==> config.mk <==
export PLATFORM = sky130hd
export DESIGN_NAME = reliable_event_retransmit_queue
export DESIGN_NICKNAME = d
export VERILOG_FILES = /design/src/rtl/rerq_pkg.sv /design/src/rtl/rerq_entry_ram.sv /design/src/rtl/rerq_age_cmp.sv /design/src/rtl/reliable_event_retransmit_queue.sv
export SDC_FILE = /design/constraint.sdc
export NUM_CORES = 1
export LEC_CHECK = 0
export BUFFER_PORTS_ARGS = -buffer_cell sky130_fd_sc_hd__clkbuf_2
export CAP_MARGIN = 15
export CORE_AREA = 2 2 478 480
export DETAILED_ROUTE_END_ITERATION = 8
export DIE_AREA = 0 0 480 482
export HOLD_SLACK_MARGIN = 0.08
export PLACE_DENSITY = 0.45
export SLEW_MARGIN = 30
export SYNTH_ARGS = -nofsm -noshare
export SYNTH_HDL_FRONTEND = slang
export SYNTH_HIERARCHICAL = 1
export SYNTH_SLANG_ARGS = --single-unit
==> constraint.sdc <==
create_clock -name clk -period 13.2 [get_ports clk]
set_input_delay 0.66 -clock clk [delete_from_list [all_inputs] [get_ports clk]]
set_output_delay 0.66 -clock clk [all_outputs]
set_load 0.01 [all_outputs]
==> src/rtl/rerq_pkg.sv <==
// Shared types and codes for the event retransmit queue.
`timescale 1ns / 1ps
package rerq_pkg;

	typedef enum logic [1:0] {
		OP_ENQUEUE = 2'd0,
		OP_TICK    = 2'd1,
		OP_ACK     = 2'd2,
		OP_CLEAR   = 2'd3
	} opcode_t;

	typedef enum logic [2:0] {
		KIND_SEND      = 3'd0,
		KIND_ENQ_DONE  = 3'd1,
		KIND_ACK_DONE  = 3'd2,
		KIND_TICK_DONE = 3'd3,
		KIND_CLR_DONE  = 3'd4
	} kind_t;

	localparam int unsigned REG_RESEND_INTERVAL = 0;
	localparam int unsigned REG_RESEND_LIMIT    = 1;
	localparam logic [15:0] INTERVAL_RESET = 16'd500;
	localparam logic [4:0]  LIMIT_RESET    = 5'd16;
	localparam logic [4:0]  CNT_MAX        = 5'd31;

	typedef struct packed {
		logic [31:0] sent_time;
		logic [9:0]  size;
		logic [15:0] tag;
		logic [4:0]  cnt;
		logic        cls;
		logic [7:0]  seq;
	} entry_t;

	typedef struct packed {
		kind_t       kind;
		logic [7:0]  seq;
		logic        cls;
		logic [15:0] tag;
		logic [9:0]  size;
		logic        resend;
		logic        ok;
		logic [4:0]  disc;
		logic        last;
	} result_t;

endpackage

==> src/rtl/rerq_entry_ram.sv <==
// Entry store of the retransmit queue: one write port, one registered read port.
`timescale 1ns / 1ps
module rerq_entry_ram #(
	parameter int unsigned DEPTH = 16,
	parameter int unsigned AW    = 4
) (
	input  logic            clk,
	input  logic            we,
	input  logic [AW-1:0]   waddr,
	input  rerq_pkg::entry_t wdata,
	input  logic            re,
	input  logic [AW-1:0]   raddr,
	output rerq_pkg::entry_t rdata
);
	import rerq_pkg::*;

	entry_t mem [DEPTH];
	entry_t rdata_q;

	always_ff @(posedge clk) begin
		if (we) begin
			mem[waddr] <= wdata;
		end
		if (re) begin
			rdata_q <= mem[raddr];
		end
	end

	assign rdata = rdata_q;

endmodule

==> src/rtl/rerq_age_cmp.sv <==
// Shared age unit: wrapping age of an entry compared against the resend interval.
`timescale 1ns / 1ps
module rerq_age_cmp (
	input  logic [31:0] now,
	input  logic [31:0] sent_time,
	input  logic [15:0] interval,
	output logic        expired
);
	logic [31:0] age;

	assign age     = now - sent_time;
	assign expired = age > {16'd0, interval};

endmodule

==> src/rtl/reliable_event_retransmit_queue.sv <==
// Top level of the event retransmit queue: sequencer, config and output register.
`timescale 1ns / 1ps
// Enqueue and clear go straight to the final result. Acknowledgement makes one pass over the queued events.
// Tick makes two passes over the entry memory, each entry read, then updated (in the second pass
// through the shared age unit); a send waits while the output register holds an unaccepted result.
// One transaction at a time; s_tready is high only when the sequencer is idle.
// Reset (arst_n low) empties the queue, zeroes both sequence counters and loads
// the registers with interval 500 and limit 16; the entry memory is not cleared.
module reliable_event_retransmit_queue #(
	parameter int unsigned QUEUE_DEPTH = 16
) (
	input  logic        clk,
	input  logic        arst_n,
	input  logic        cfg_we,
	input  logic        cfg_index,
	input  logic [15:0] cfg_data,
	input  logic        s_tvalid,
	output logic        s_tready,
	input  logic [71:0] s_tdata,  // in_order, ack_sequence[8], payload_tag[16],
	                              // payload_size[10], now[32], zero pad
	input  logic [1:0]  s_tuser,  // opcode
	output logic        m_tvalid,
	input  logic        m_tready,
	output logic [47:0] m_tdata,  // msg_sequence[8], msg_in_order, msg_tag[16],
	                              // msg_size[10], is_resend, success, discarded[5], pad
	output logic [2:0]  m_tuser,  // result_kind
	output logic        m_tlast
);
	import rerq_pkg::*;

	localparam int unsigned AW = (QUEUE_DEPTH > 1) ? $clog2(QUEUE_DEPTH) : 1;
	localparam int unsigned CW = $clog2(QUEUE_DEPTH + 1);
	localparam logic [CW-1:0] FULL = CW'(QUEUE_DEPTH);

	typedef enum logic [1:0] {
		ST_IDLE,
		ST_RD,
		ST_EX,
		ST_FIN
	} state_t;

	state_t      state_q;
	logic [15:0] interval_q;
	logic [4:0]  limit_q;
	logic [CW-1:0] count_q, rd_q, wr_q;
	logic [7:0]  oseq_q, useq_q;
	opcode_t     op_q;
	logic        cls_q;
	logic [7:0]  ackseq_q;
	logic [31:0] now_q;
	logic        phase_q;   // tick: 0 first sends, 1 resends
	logic        found_q;   // ack hit, or enqueue accepted
	logic [7:0]  enq_seq_q;
	logic [4:0]  disc_q;
	result_t     out_q;
	logic        out_v_q;

	// input unpack
	opcode_t     in_op;
	logic        in_cls;
	logic [7:0]  in_ack;
	logic [15:0] in_tag;
	logic [9:0]  in_size;
	logic [31:0] in_now;
	assign in_op   = opcode_t'(s_tuser);
	assign in_cls  = s_tdata[0];
	assign in_ack  = s_tdata[8:1];
	assign in_tag  = s_tdata[24:9];
	assign in_size = s_tdata[34:25];
	assign in_now  = s_tdata[66:35];

	logic accept, out_free, full;
	assign s_tready = (state_q == ST_IDLE);
	assign accept   = s_tvalid && s_tready;
	assign out_free = !out_v_q || m_tready;
	assign full     = (count_q == FULL);

	// memory
	logic    mem_we, mem_re;
	logic [AW-1:0] mem_waddr;
	entry_t  mem_wdata, ent;
	assign mem_re = (state_q == ST_RD) && (rd_q < count_q);

	rerq_entry_ram #(.DEPTH(QUEUE_DEPTH), .AW(AW)) u_ram (
		.clk   (clk),
		.we    (mem_we),
		.waddr (mem_waddr),
		.wdata (mem_wdata),
		.re    (mem_re),
		.raddr (rd_q[AW-1:0]),
		.rdata (ent)
	);

	logic expired;
	rerq_age_cmp u_age (
		.now       (now_q),
		.sent_time (ent.sent_time),
		.interval  (interval_q),
		.expired   (expired)
	);

	// per-entry decision in the execute step
	logic [4:0] cnt_inc;
	logic       ex_emit, ex_keep, ex_drop, ex_hit, ex_stall;
	entry_t     ex_entry, enq_entry;
	assign cnt_inc = (ent.cnt == CNT_MAX) ? CNT_MAX : ent.cnt + 5'd1;

	always_comb begin
		ex_emit  = 1'b0;
		ex_keep  = 1'b1;
		ex_drop  = 1'b0;
		ex_hit   = 1'b0;
		ex_entry = ent;
		if (op_q == OP_TICK && !phase_q) begin
			ex_emit = (ent.cnt == 5'd0);
			ex_keep = ex_emit;
			ex_entry.sent_time = now_q;
			ex_entry.cnt       = 5'd1;
		end else if (op_q == OP_TICK) begin
			ex_emit = expired;
			if (expired) begin
				ex_entry.sent_time = now_q;
				ex_entry.cnt       = cnt_inc;
			end
			ex_drop = expired && !ent.cls && (cnt_inc >= limit_q);
			ex_keep = !ex_drop;
		end else begin
			ex_hit  = !found_q && (ent.cls == cls_q) && (ent.seq == ackseq_q);
			ex_keep = !ex_hit;
		end
	end
	assign ex_stall = ex_emit && !out_free;

	// load the output register with a send or with the final result
	logic out_load;
	assign out_load = ((state_q == ST_EX) && ex_emit && !ex_stall)
	               || ((state_q == ST_FIN) && out_free);

	assign enq_entry = '{sent_time: 32'd0, size: in_size, tag: in_tag, cnt: 5'd0,
	                     cls: in_cls, seq: in_cls ? oseq_q : useq_q};

	always_comb begin
		mem_we    = 1'b0;
		mem_waddr = count_q[AW-1:0];
		mem_wdata = enq_entry;
		if (state_q == ST_IDLE) begin
			mem_we = accept && (in_op == OP_ENQUEUE) && !full;
		end else if (state_q == ST_EX) begin
			mem_we    = ex_keep && !ex_stall;
			mem_wdata = ex_entry;
			mem_waddr = (op_q == OP_TICK && !phase_q) ? rd_q[AW-1:0] : wr_q[AW-1:0];
		end
	end

	// final result of the transaction
	result_t fin_res, send_res;
	always_comb begin
		fin_res      = '0;
		fin_res.last = 1'b1;
		unique case (op_q)
			OP_ENQUEUE: begin
				fin_res.kind = KIND_ENQ_DONE;
				fin_res.seq  = enq_seq_q;
				fin_res.cls  = cls_q;
				fin_res.ok   = found_q;
			end
			OP_TICK: begin
				fin_res.kind = KIND_TICK_DONE;
				fin_res.disc = disc_q;
			end
			OP_ACK: begin
				fin_res.kind = KIND_ACK_DONE;
				fin_res.ok   = found_q;
			end
			OP_CLEAR: fin_res.kind = KIND_CLR_DONE;
			default:  fin_res.kind = KIND_CLR_DONE;
		endcase
		send_res        = '0;
		send_res.kind   = KIND_SEND;
		send_res.seq    = ent.seq;
		send_res.cls    = ent.cls;
		send_res.tag    = ent.tag;
		send_res.size   = ent.size;
		send_res.resend = phase_q;
	end

	always_ff @(posedge clk or negedge arst_n) begin
		if (!arst_n) begin
			state_q    <= ST_IDLE;
			interval_q <= INTERVAL_RESET;
			limit_q    <= LIMIT_RESET;
			count_q    <= '0;
			oseq_q     <= '0;
			useq_q     <= '0;
			out_v_q    <= 1'b0;
			out_q      <= '0;
			rd_q       <= '0;
			wr_q       <= '0;
			phase_q    <= 1'b0;
			found_q    <= 1'b0;
			disc_q     <= '0;
			op_q       <= OP_CLEAR;
			cls_q      <= 1'b0;
			ackseq_q   <= '0;
			now_q      <= '0;
			enq_seq_q  <= '0;
		end else begin
			if (cfg_we) begin
				if (cfg_index == 1'(REG_RESEND_INTERVAL)) begin
					interval_q <= cfg_data;
				end else begin
					limit_q <= cfg_data[4:0];
				end
			end
			if (out_load) begin
				out_v_q <= 1'b1;
			end else if (m_tready) begin
				out_v_q <= 1'b0;
			end
			unique case (state_q)
				ST_IDLE: begin
					if (accept) begin
						op_q     <= in_op;
						cls_q    <= in_cls;
						ackseq_q <= in_ack;
						now_q    <= in_now;
						rd_q     <= '0;
						wr_q     <= '0;
						phase_q  <= 1'b0;
						found_q  <= 1'b0;
						disc_q   <= '0;
						enq_seq_q <= '0;
						unique case (in_op)
							OP_ENQUEUE: begin
								state_q <= ST_FIN;
								if (!full) begin
									found_q   <= 1'b1;
									count_q   <= count_q + CW'(1);
									enq_seq_q <= in_cls ? oseq_q : useq_q;
									if (in_cls) begin
										oseq_q <= oseq_q + 8'd1;
									end else begin
										useq_q <= useq_q + 8'd1;
									end
								end
							end
							OP_CLEAR: begin
								count_q <= '0;
								oseq_q  <= '0;
								useq_q  <= '0;
								state_q <= ST_FIN;
							end
							default: state_q <= ST_RD;
						endcase
					end
				end
				ST_RD: begin
					if (rd_q < count_q) begin
						state_q <= ST_EX;
					end else if (op_q == OP_TICK && !phase_q) begin
						phase_q <= 1'b1;
						rd_q    <= '0;
						wr_q    <= '0;
					end else begin
						count_q <= wr_q;
						state_q <= ST_FIN;
					end
				end
				ST_EX: begin
					if (!ex_stall) begin
						if (ex_emit) begin
							out_q <= send_res;
						end
						if (ex_keep) begin
							wr_q <= wr_q + CW'(1);
						end
						if (ex_hit) begin
							found_q <= 1'b1;
						end
						if (ex_drop && disc_q != CNT_MAX) begin
							disc_q <= disc_q + 5'd1;
						end
						rd_q    <= rd_q + CW'(1);
						state_q <= ST_RD;
					end
				end
				ST_FIN: begin
					if (out_free) begin
						out_q   <= fin_res;
						state_q <= ST_IDLE;
					end
				end
				default: state_q <= ST_IDLE;
			endcase
		end
	end

	assign m_tvalid = out_v_q;
	assign m_tuser  = out_q.kind;
	assign m_tlast  = out_q.last;
	assign m_tdata  = {6'd0, out_q.disc, out_q.ok, out_q.resend, out_q.size, out_q.tag,
	                   out_q.cls, out_q.seq};

`ifndef SYNTHESIS
	a_count_bound: assert property (@(posedge clk) disable iff (!arst_n)
		count_q <= FULL) else $error("queue count beyond depth");
	a_compact: assert property (@(posedge clk) disable iff (!arst_n)
		(state_q == ST_EX) |-> (wr_q <= rd_q)) else $error("write index passed read index");
	a_busy: assert property (@(posedge clk) disable iff (!arst_n)
		accept |=> !s_tready) else $error("ready right after accept");
`endif

endmodule

---- Word level (Yosys, flattened, before mapping) ----
Memories as Yosys holds them, arrays and structs flattened. A register that Yosys moved wholly into a read port is not among the register bits.
Cells that the tools add are included.
word-level totals
  memories ................................ 1
  register bits ........................... 159
  memory bits (writable) .................. 1152
  input bits .............................. 96
operators by class
  reduce and logical (&&, ||, !) cells .... 51
  bitwise gates (word level) .............. 1
  muxes and demuxes ....................... 77
  add/sub/neg operators ................... 8
  magnitude comparators ................... 3
  equality and inequality tests ........... 28
memories
  memory     words  bits a word  rd ports  clocked after memory_dff  wr ports  line                  text
  u_ram.mem  16     72           1         1                         1         rerq_entry_ram.sv:17  entry_t mem [DEPTH];
operators with widths
  operator                                                       number
  72-bit 2-to-1 mux                                              2
  46-bit 2-to-1 mux                                              3
  32-bit 2-to-1 mux                                              3
  46-bit case mux with 2 select lines                            1
  5-bit 2-to-1 mux                                               17
  8-bit 2-to-1 mux                                               7
  32-bit by 16-bit > comparator with 1-bit output                1
  8-bit case mux with 2 select lines                             2
  32-bit subtractor                                              1
  5-bit case mux with 2 select lines                             3
  5-bit case mux with 3 select lines                             2
  5-bit by 1-bit adder with 5-bit output, second input constant  5
  1-bit 2-to-1 mux                                               23
  2-bit inequality test, second input constant                   10
  4-bit AND reduction                                            5
  8-bit by 1-bit adder with 8-bit output, second input constant  2
  1-bit logical AND                                              15
  5-bit AND reduction                                            3
  2-bit 2-to-1 mux                                               6
  4-bit 2-to-1 mux                                               3
  3-bit case mux with 4 select lines                             1
  6-bit AND reduction                                            2
  2-bit == test, second input constant                           5
  5-bit == test, second input constant                           2
  21 further kinds                                               44

---- Depth between registers and ports, before layout ----
Gate-level depths: netlist of run 1.
  depth after elaboration ................. 12
  mapped depth ............................ 26

---- Cells and area by module ----
The synthesis of run 1 kept the hierarchy.
by module, submodules not included
  module                           cells an instance  area an instance (um^2)  instances  sequential area each (um^2)
  rerq_entry_ram                   1850               45272.2                  1          36755.3
  reliable_event_retransmit_queue  999                8582.0                   1          3990.1
  rerq_age_cmp                     355                2407.3                   1          0.0

---- Worst setup path before layout of run 1 ----
Ideal clock, no wire load.
  path type ............................... reg2reg
  start ................................... reg now_q[0]
  end ..................................... mem u_ram/mem[0][0] (netlist bit), enable pin
  path slack .............................. 2515 ps
  data arrival time ....................... 10094 ps
  required time ........................... 12610 ps
  period minus slack after synthesis ...... 10685 ps
  stages on the path, launching flop included .. 26
  setup time .............................. 590 ps
  buffers on the path ..................... 0
  cells stage by stage .................... dfrtp_1 > inv_1 > ha_1 > fa_1 > nand2b_1 > a21o_1 > and2_1 > o21ai_0 > xor2_1 > ha_1 > nand4_1 > nor4_1 > nor3_1 > nor2_1 > nand4_1 > nor4_1 > nand4_1 > or4_1 > nand2_2 > nor2_1 > a41oi_1 > a31oi_1 > nand2b_1 > o21ai_0 > or3b_2 > nor3_1
on the way
  cells in the longest elaborated chain, start to end .. 12
  elaborated cells on any way between the ends .. 16
ends and longest elaborated chain
  item                                               line                                    text
  start: declaration                                 reliable_event_retransmit_queue.sv:50   logic [31:0] now_q;
  start signal: assignment                           reliable_event_retransmit_queue.sv:226  now_q <= in_now;
  32-bit subtractor *                                rerq_age_cmp.sv:11                      assign age = now - sent_time;
  32-bit by 16-bit > comparator with 1-bit output *  rerq_age_cmp.sv:12                      assign expired = age > {16'd0, interval};
  via expired                                        reliable_event_retransmit_queue.sv:94   logic expired;
  1-bit logical AND (2 in a row)                     reliable_event_retransmit_queue.sv:125  ex_drop = expired && !ent.cls && (cnt_inc >= limit_q);
  1-bit logical NOT                                  reliable_event_retransmit_queue.sv:126  ex_keep = !ex_drop;
  1-bit 2-to-1 mux                                   reliable_event_retransmit_queue.sv:119  end else if (op_q == OP_TICK) begin
  1-bit 2-to-1 mux                                   reliable_event_retransmit_queue.sv:114  if (op_q == OP_TICK && !phase_q) begin
  1-bit logical AND *                                reliable_event_retransmit_queue.sv:149  mem_we = ex_keep && !ex_stall;
  1-bit 2-to-1 mux *                                 reliable_event_retransmit_queue.sv:148  end else if (state_q == ST_EX) begin
  1-bit 2-to-1 mux *                                 reliable_event_retransmit_queue.sv:146  if (state_q == ST_IDLE) begin
  via mem_we                                         reliable_event_retransmit_queue.sv:79   logic mem_we, mem_re;
  1-bit 2-to-1 mux *                                 rerq_entry_ram.sv:21                    if (we) begin
  1-bit 2-to-1 mux (not written as such) *           rerq_entry_ram.sv:22                    mem[waddr] <= wdata;
  end: declaration                                   rerq_entry_ram.sv:17
Mark *: on every way through the listed nets, which the timed path passes. The rest lies on a longest branch.

---- Worst setup path after layout of run 1 ----
  start ................................... reg now_q[0]
  end ..................................... mem u_ram/mem[3][38] (netlist bit), enable pin
The elaborated chain is that of the path after synthesis.

==> results of run 1 <==
[worst max-delay path: cells and delay by family (launching register included)]
kind	cells	cell delay (ps)
AO/OA/AOI/OAI	6	1560
buffers and inverters	4	1370
XOR/XNOR	1	320
adder cells (fa/ha/maj)	3	1020
AND/OR/NAND/NOR	14	3850
flip-flops	1	370
[area by class of cell]
class                   count  area share
flip-flops and latches   1383      0.6189
multi-input cells        1579      0.2216
clock buffers             201     0.05983
well taps                3009     0.05717
repair buffers            264     0.02831
clock inverters            67    0.009766
inverters                  78    0.004446
diodes                      1  0.00003800
[cell families (layout without fill, tap and decap cells)]
logic type | count (synthesis) | in the layout | synth area share
AND/OR/NAND/NOR | 692 | 692 | 0.05404
buffers and inverters | 247 | 610 | 0.02153
adder cells (fa/ha/maj) | 73 | 73 | 0.01637
AO/OA/AOI/OAI | 441 | 441 | 0.05455
other | 1 | 7 | 0.00006665
XOR/XNOR | 39 | 39 | 0.006071
multiplexers | 328 | 328 | 0.1232
flip-flops | 1383 | 1383 | 0.7242
[synth_stat cells, drive strengths merged (5+ instances only)]
cell type / count / share of area
o22ai: 5 / 0.00056
clkbuf: 90 / 0.0060
xnor2: 15 / 0.0023
a22oi: 148 / 0.020
dfrtp: 150 / 0.067
a21o: 13 / 0.0017
edfxtp: 1224 / 0.65
nand2b: 26 / 0.0030
mux2: 24 / 0.0048
inv: 78 / 0.0052
o31ai: 16 / 0.0024
a22o: 27 / 0.0042
nor2: 72 / 0.0049
o21ai: 62 / 0.0056
buf: 79 / 0.010
nor4: 10 / 0.0013
nand4: 17 / 0.0019
and2: 9 / 0.0010
nor2b: 16 / 0.0018
a21oi: 89 / 0.0081
nor3: 17 / 0.0015
a211oi: 7 / 0.0011
nand2: 450 / 0.030
mux2i: 15 / 0.0027
ha: 72 / 0.016
mux4: 289 / 0.12
o21a: 5 / 0.00067
and3: 9 / 0.0010
xor2: 24 / 0.0037
nand3: 44 / 0.0041
o211ai: 7 / 0.00093
a31oi: 27 / 0.0030
dfstp: 9 / 0.0042
[stage by stage]
stage,instance area (sq um),total power (uW),hold WS (ps)
2_1_floorplan,56280,9360,364.4
3_3_place_gp,60620,10970,465.9
3_5_place_dp,60790,10990,462.7
4_1_cts,65790,15050,81.12
5_1_grt,65850,15680,121.5
6_report,65850,14870,148.8
[metal layers]
| layer | up-vias | part of all wire | global-route usage |
|---|---|---|---|
| met2 | 772 | 0.44 | 0.2008 |
| met3 | 178 | 0.054 | 0.02447 |
| met5 | - | 0.000077 | 0 |
| met1 | 16040 | 0.48 | 0.1963 |
| li1 | 13170 | - | - |
| met4 | 2 | 0.019 | 0.03496 |
[state kept, by name, summed over array words and instances (netlist names), 2 cells and up]
register and count:
disc_q 5, op_q 2, useq_q 8, ackseq_q 8, rd_q 5, state_q 2
m_tdata 42, wr_q 5, oseq_q 8, enq_seq_q 8, count_q 5, now_q 32
interval_q 16, u_ram/rdata 72, u_ram/mem 1152, m_tuser 3, limit_q 5
[path summary, 6_finish.rpt]
check	end	slack, ps
worst max-delay path	u_ram/mem[3][38]$_DFFE_PP_	4280
worst min-delay path	interval_q[10]$_DFFE_PN0P_	150
worst max register to register	u_ram/mem[3][38]$_DFFE_PP_	4280
worst min register to register	m_tdata[37]$_DFFE_PN0P_	470
max in group asynchronous	m_tdata[10]$_DFFE_PN0P_	10930
min in group asynchronous	useq_q[6]$_DFFE_PN0P_	430
[power groups by stage]
stage | registers, uW | logic [uW] | clock network [uW]
finish | 6240 | 4640 | 3990
global route | 6300 | 5100 | 4280
CTS | 6250 | 4690 | 4100
detailed placement | 6330 | 4660 | 0
global placement | 6330 | 4640 | 0
floorplan | 6130 | 3230 | 0
[repair_timing]
item	CTS	global route
hold buffers	42	0
setup buffers	0	0
endpoints found under the hold margin	99	0
==> reports/metrics.yaml, run 1 <==
status: "complete, no violations"
final_cell_mix: "1224 x edfxtp_1, 448 x nand2_1, 289 x mux4_2, 148 x a22oi_1, 148 x dfrtp_1"
gr-total-overflow: 0
grt_pass1_vias: 30790
fin_crit_ps: 8920
first_iter_violations: 2523
yosys_warnings: 6
worst_pin_slew_ps: 1006
cp_max_fo: 32
seqCellArea_sq_um: 40750
setup.worst_path.start_class: "flop"
nNetsFinal: 3620
holdCritStartpoint: "cfg_data[10]"
max-cap-violations: 0
worstSetupPathType: "reg2reg"
place_inst: 6270
core_sq_um: 226400
rows: 175
finish.utilization: 0.2908
die_area_sq_um: 231400
swShare: 0.3439
switchingPower_uw: 5114
dieWidth_um: 480
leakagePower_uw: 0.02202
synth-seq-cells: 1383
path_clk_slew_ps: 60
layout_setup_ws_ps: 4281
powerDensity_nw_per_um2: 225.8
setup_violations: 0
grt_max_degree: 106
crit_required_ps: 13590
max_slew_margin: 0.3296
combPwrFrac: 0.312
gp_congestion: 0.7826
drt_wl_total_mm: 155.6
setup-tns-final_ps: 0
cts_resized: 0
synth_area_sq_um: 56260
fillers: 22570
area_growth_pct: 17.04
ant_nets: 0
end_kind: "flop"
synthArstFlopShare: 0.1150
multi_input_area_sq_um: 14590
slew_violations: 0
finalNonFillerCells: 6582
crit_top_cell: "nand4_1"
yosysSeqAreaShare: 0.7242
grt_pass1_wl_mm: 224.3
clk_latency_ps: 790
layout-drive-gt1-share: 0.2304
clock_sinks: 1383
synth_edf_count: 1224
grtUsageTotal: 0.1332
ys.flop_type: "edfxtp_1"
dpl_worst_slack_ps: 4252
r2r_start: "now_q[0]$_DFFE_PN0P_"
io_buffers: 138
finalCritPeriodShare: 0.6757
first_pass_iters: 7
arrival_ps: 9310
slowest_delay_ps: 710
cts_max_level: 4
vdd_drop_max_mv: 0.1302
pin_count: 150
critPathLaunch: "now_q[0]$_DFFE_PN0P_"
drc_errors: 0
seqPwrFrac: 0.420
hold_viol: 0
skew_ps: 38.47
ys_types: 85
cts_inserted_buffers: 145
clockBufferDepth: 3
clkPwrFrac: 0.268
start_util: 0.2485
critical-path-slowest-cell: "or4_1"
die_y_um: 482
dp_hpwl_mm: 88.64
min_path_type: "in2reg"
ctsRootBufferMaster: "clkbuf_16"
wl_per_cell_um: 23.64
cts_tree: "built"
p_int_uw: 9756
layout_commonest_cell: "edfxtp_1"
syn-instance-count: 3204
via_count: 30160
antenna_found_initial: 9
rsz0062_at_grt: "false"
max_freq_mhz: 112.1
r2r_cells: 28
holdPathStages: 2
viasPerCell: 4.582
avgSynthCellArea_sq_um: 17.56
Power figures use the tool's default switching activity.
==> run 2, diff against run 1 <==
--- a/config.mk
+++ b/config.mk
@@ -11,7 +11,7 @@
 export DETAILED_ROUTE_END_ITERATION = 8
 export DIE_AREA = 0 0 480 482
 export HOLD_SLACK_MARGIN = 0.08
-export PLACE_DENSITY = 0.45
+export PLACE_DENSITY = 0.46
 export SLEW_MARGIN = 30
 export SYNTH_ARGS = -nofsm -noshare
 export SYNTH_HDL_FRONTEND = slang
==> constraint.sdc (replaced) <==
create_clock -name clk -period 7.8 [get_ports clk]
set_input_delay 0.39 -clock clk [delete_from_list [all_inputs] [get_ports clk]]
set_output_delay 0.39 -clock clk [all_outputs]
set_load 0.01 [all_outputs]
==> reports/metrics.yaml, run 2 (synthesized netlist as in run 1, its figures left out) <==
worstSetupPathType: "reg2reg"  # unchanged
setup.worst_path.start_class: "flop"  # unchanged
grt_pass1_wl_mm: 221.3  # was 224.3 mm
worstReg2RegEnd: "u_ram/mem[0][34]$_DFFE_PP_"  # was u_ram/mem[3][38]$_DFFE_PP_
layout_commonest_cell: "edfxtp_1"  # unchanged
hold_viol: 0  # unchanged
cts_inserted_buffers: 150  # was 145
gr-total-overflow: 0  # unchanged
crit_top_cell: "nand4_1"  # unchanged
fin_crit_ps: 7429  # was 8920 ps
max-cap-violations: 0  # unchanged
crit_family: "simple AND/OR/NAND/NOR gates"  # unchanged
worst-path-stages: 27  # was 28
drt_wl_total_mm: 152.2  # was 155.6 mm
cp_max_fo: 43  # was 32
grtUsageTotal: 0.1302  # was 0.1332
ctsRootBufferMaster: "clkbuf_16"  # unchanged
start_util: 0.2485  # unchanged
arrival_ps: 7860  # was 9310 ps
core_sq_um: 226400  # unchanged
pin_count: 150  # unchanged
end_kind: "flop"  # unchanged
finalNonFillerCells: 6644  # was 6582
grt_pass1_vias: 31010  # was 30790
powerDensity_nw_per_um2: 383.1  # was 225.8 nW/um^2
layout_setup_ws_ps: 370.9  # was 4281 ps
die_area_sq_um: 231400  # unchanged
clk_latency_ps: 790  # about the same
largest_reg_flops: 1152  # unchanged
clockBufferDepth: 3  # unchanged
crit_required_ps: 8230  # was 13590 ps
rows: 175  # unchanged
leakagePower_uw: 0.02249  # was 0.02202 uW
multi_input_area_sq_um: 14600  # was 14590 sq um
slew_violations: 0  # unchanged
setup_violations: 0  # unchanged
final_cell_mix: "1224 x edfxtp_1, 448 x nand2_1, 289 x mux4_2, 152 x clkbuf_16"  # was 1224 x edfxtp_1, 448 x nand2_1, 289 x mux4_2, 148 x a22oi_1, 148 x dfrtp_1
holdCritStartpoint: "cfg_we"  # was cfg_data[10]
gp_congestion: 0.8199  # was 0.7826
area_growth_pct: 19.12  # was 17.04%
max_slew_margin: 0.3388  # was 0.3296
max_freq_mhz: 134.6  # was 112.1 MHz
met2_usage: 0.1920  # was 0.2008
hold_end: "limit_q[2]$_DFFE_PN0P_"  # was interval_q[10]$_DFFE_PN0P_
worst_pin_slew_ps: 991.8  # was 1006 ps
critPathLaunch: "now_q[0]$_DFFE_PN0P_"  # unchanged
antenna_found_initial: 7  # was 9
place_inst: 6305  # was 6270
dp_hpwl_mm: 93.67  # was 88.64 mm
vdd_drop_max_mv: 0.2892  # was 0.1302 mV
die_y_um: 482  # unchanged
nNetsFinal: 3680  # was 3620
grt_max_degree: 126  # was 106
grt.busiest_layer: "met1"  # was met2
worst-path-buf-inv: 3  # was 4
met1_usage: 0.1930  # was 0.1963
drc_errors: 0  # unchanged
finalCritPeriodShare: 0.9524  # was 0.6757
via_count: 30090  # was 30160
skew_ps: 29.69  # was 38.47 ps
seqCellArea_sq_um: 40750  # unchanged
first_pass_iters: 6  # was 7
dpl_worst_slack_ps: 416.4  # was 4252 ps
setup-tns-final_ps: 0  # unchanged
rsz0062_at_grt: "false"  # unchanged
r2r_cells: 27  # was 28
critical-path-slowest-cell: "or4_1"  # unchanged
io_buffers: 138  # unchanged
first_iter_violations: 2836  # was 2523
fillers: 22450  # was 22570
cts_tree: "built"  # unchanged
ant_nets: 0  # unchanged
path_clk_slew_ps: 60  # about the same
min_path_type: "in2reg"  # unchanged
status: "complete, no violations"  # unchanged
top_register: "u_ram/mem"  # unchanged
clock_sinks: 1383  # unchanged
layout-drive-gt1-share: 0.2364  # was 0.2304
r2r_start: "now_q[0]$_DFFE_PN0P_"  # unchanged
slowest_delay_ps: 670  # was 710 ps
dieWidth_um: 480  # unchanged
post_cts_buffers: 0  # unchanged
holdPathStages: 3  # was 2
grtUsageMet3: 0.02761  # was 0.02447
rrSetupSlack_ps: 370  # was 4280 ps
cts_max_level: 4  # unchanged
viasPerCell: 4.529  # was 4.582
wl_per_cell_um: 22.92  # was 23.64 um
==> run 2: changes by cell type in the layout (fill, tap and decap cells not counted), moves of 5 or more <==
| cell | delta |
|---|---|
| clkbuf_1 | -23 |
| nor3_4 | +5 |
| a21oi_1 | +14 |
| clkbuf_16 | +6 |
| clkinv_1 | +14 |
| a21oi_2 | -16 |
| clkinvlp_4 | +7 |
| buf_6 | -7 |
| dlygate4sd3_1 | +20 |
| buf_12 | +40 |
==> run 2: metal layers <==
metal / part of all wire / vias to the layer above / wire [um]
li1: - / 13320 / -
met1: 0.49 / 15810 / 74580
met2: 0.43 / 773 / 65950
met3: 0.055 / 196 / 8400
met4: 0.022 / 0 / 3318
met5: 0 / - / 0
==> run 2: cell type report <==
cell class / count / share of cell area
inverters: 78 / 0.004369
diodes: 5 / 0.0001867
well taps: 3009 / 0.05617
flip-flops and latches: 1383 / 0.6081
repair buffers: 319 / 0.04214
multi-input cells: 1579 / 0.2178
clock buffers: 180 / 0.05892
clock inverters: 91 / 0.01238
==> run 2: worst max path at each step <==
stage | to | slack (ps)
floorplan | u_ram/mem[1][0]$_DFFE_PP_ | -940
global placement | u_ram/mem[2][20]$_DFFE_PP_ | 350
detailed placement | u_ram/mem[2][15]$_DFFE_PP_ | 420
CTS | u_ram/mem[2][21]$_DFFE_PP_ | 380
global route | u_ram/mem[2][14]$_DFFE_PP_ | 50
finish | u_ram/mem[0][34]$_DFFE_PP_ | 370
==> run 2: per-stage QoR <==
step / hold slack (ps) / util / instance area, sq um / total power (uW)
2_1_floorplan: 94.41 / - / 56340 / 15840
3_3_place_gp: 406.8 / 0.2715 / 61470 / 18920
3_5_place_dp: 408.8 / 0.2719 / 61560 / 18940
4_1_cts: 83.67 / 0.2957 / 66960 / 26010
5_1_grt: 150.6 / 0.2960 / 67020 / 27060
6_report: 154.8 / 0.2960 / 67020 / 25670
==> run 2: power by group <==
part	internal, uW	switching [uW]
clock	3930	2980
sequential	9840	675
combinational	3030	5210
total	16800	8870
==> run 2: worst min-delay path, cell delays in order <==
cell and delay, ps:
clkbuf_2 90, nand2_1 210, mux2_2 200
==> run 2: what timing repair did <==
item                      in CTS  in global routing
gates resized for setup        0                  0
hold buffers                  62                  0
hold endpoints to repair     118                  0
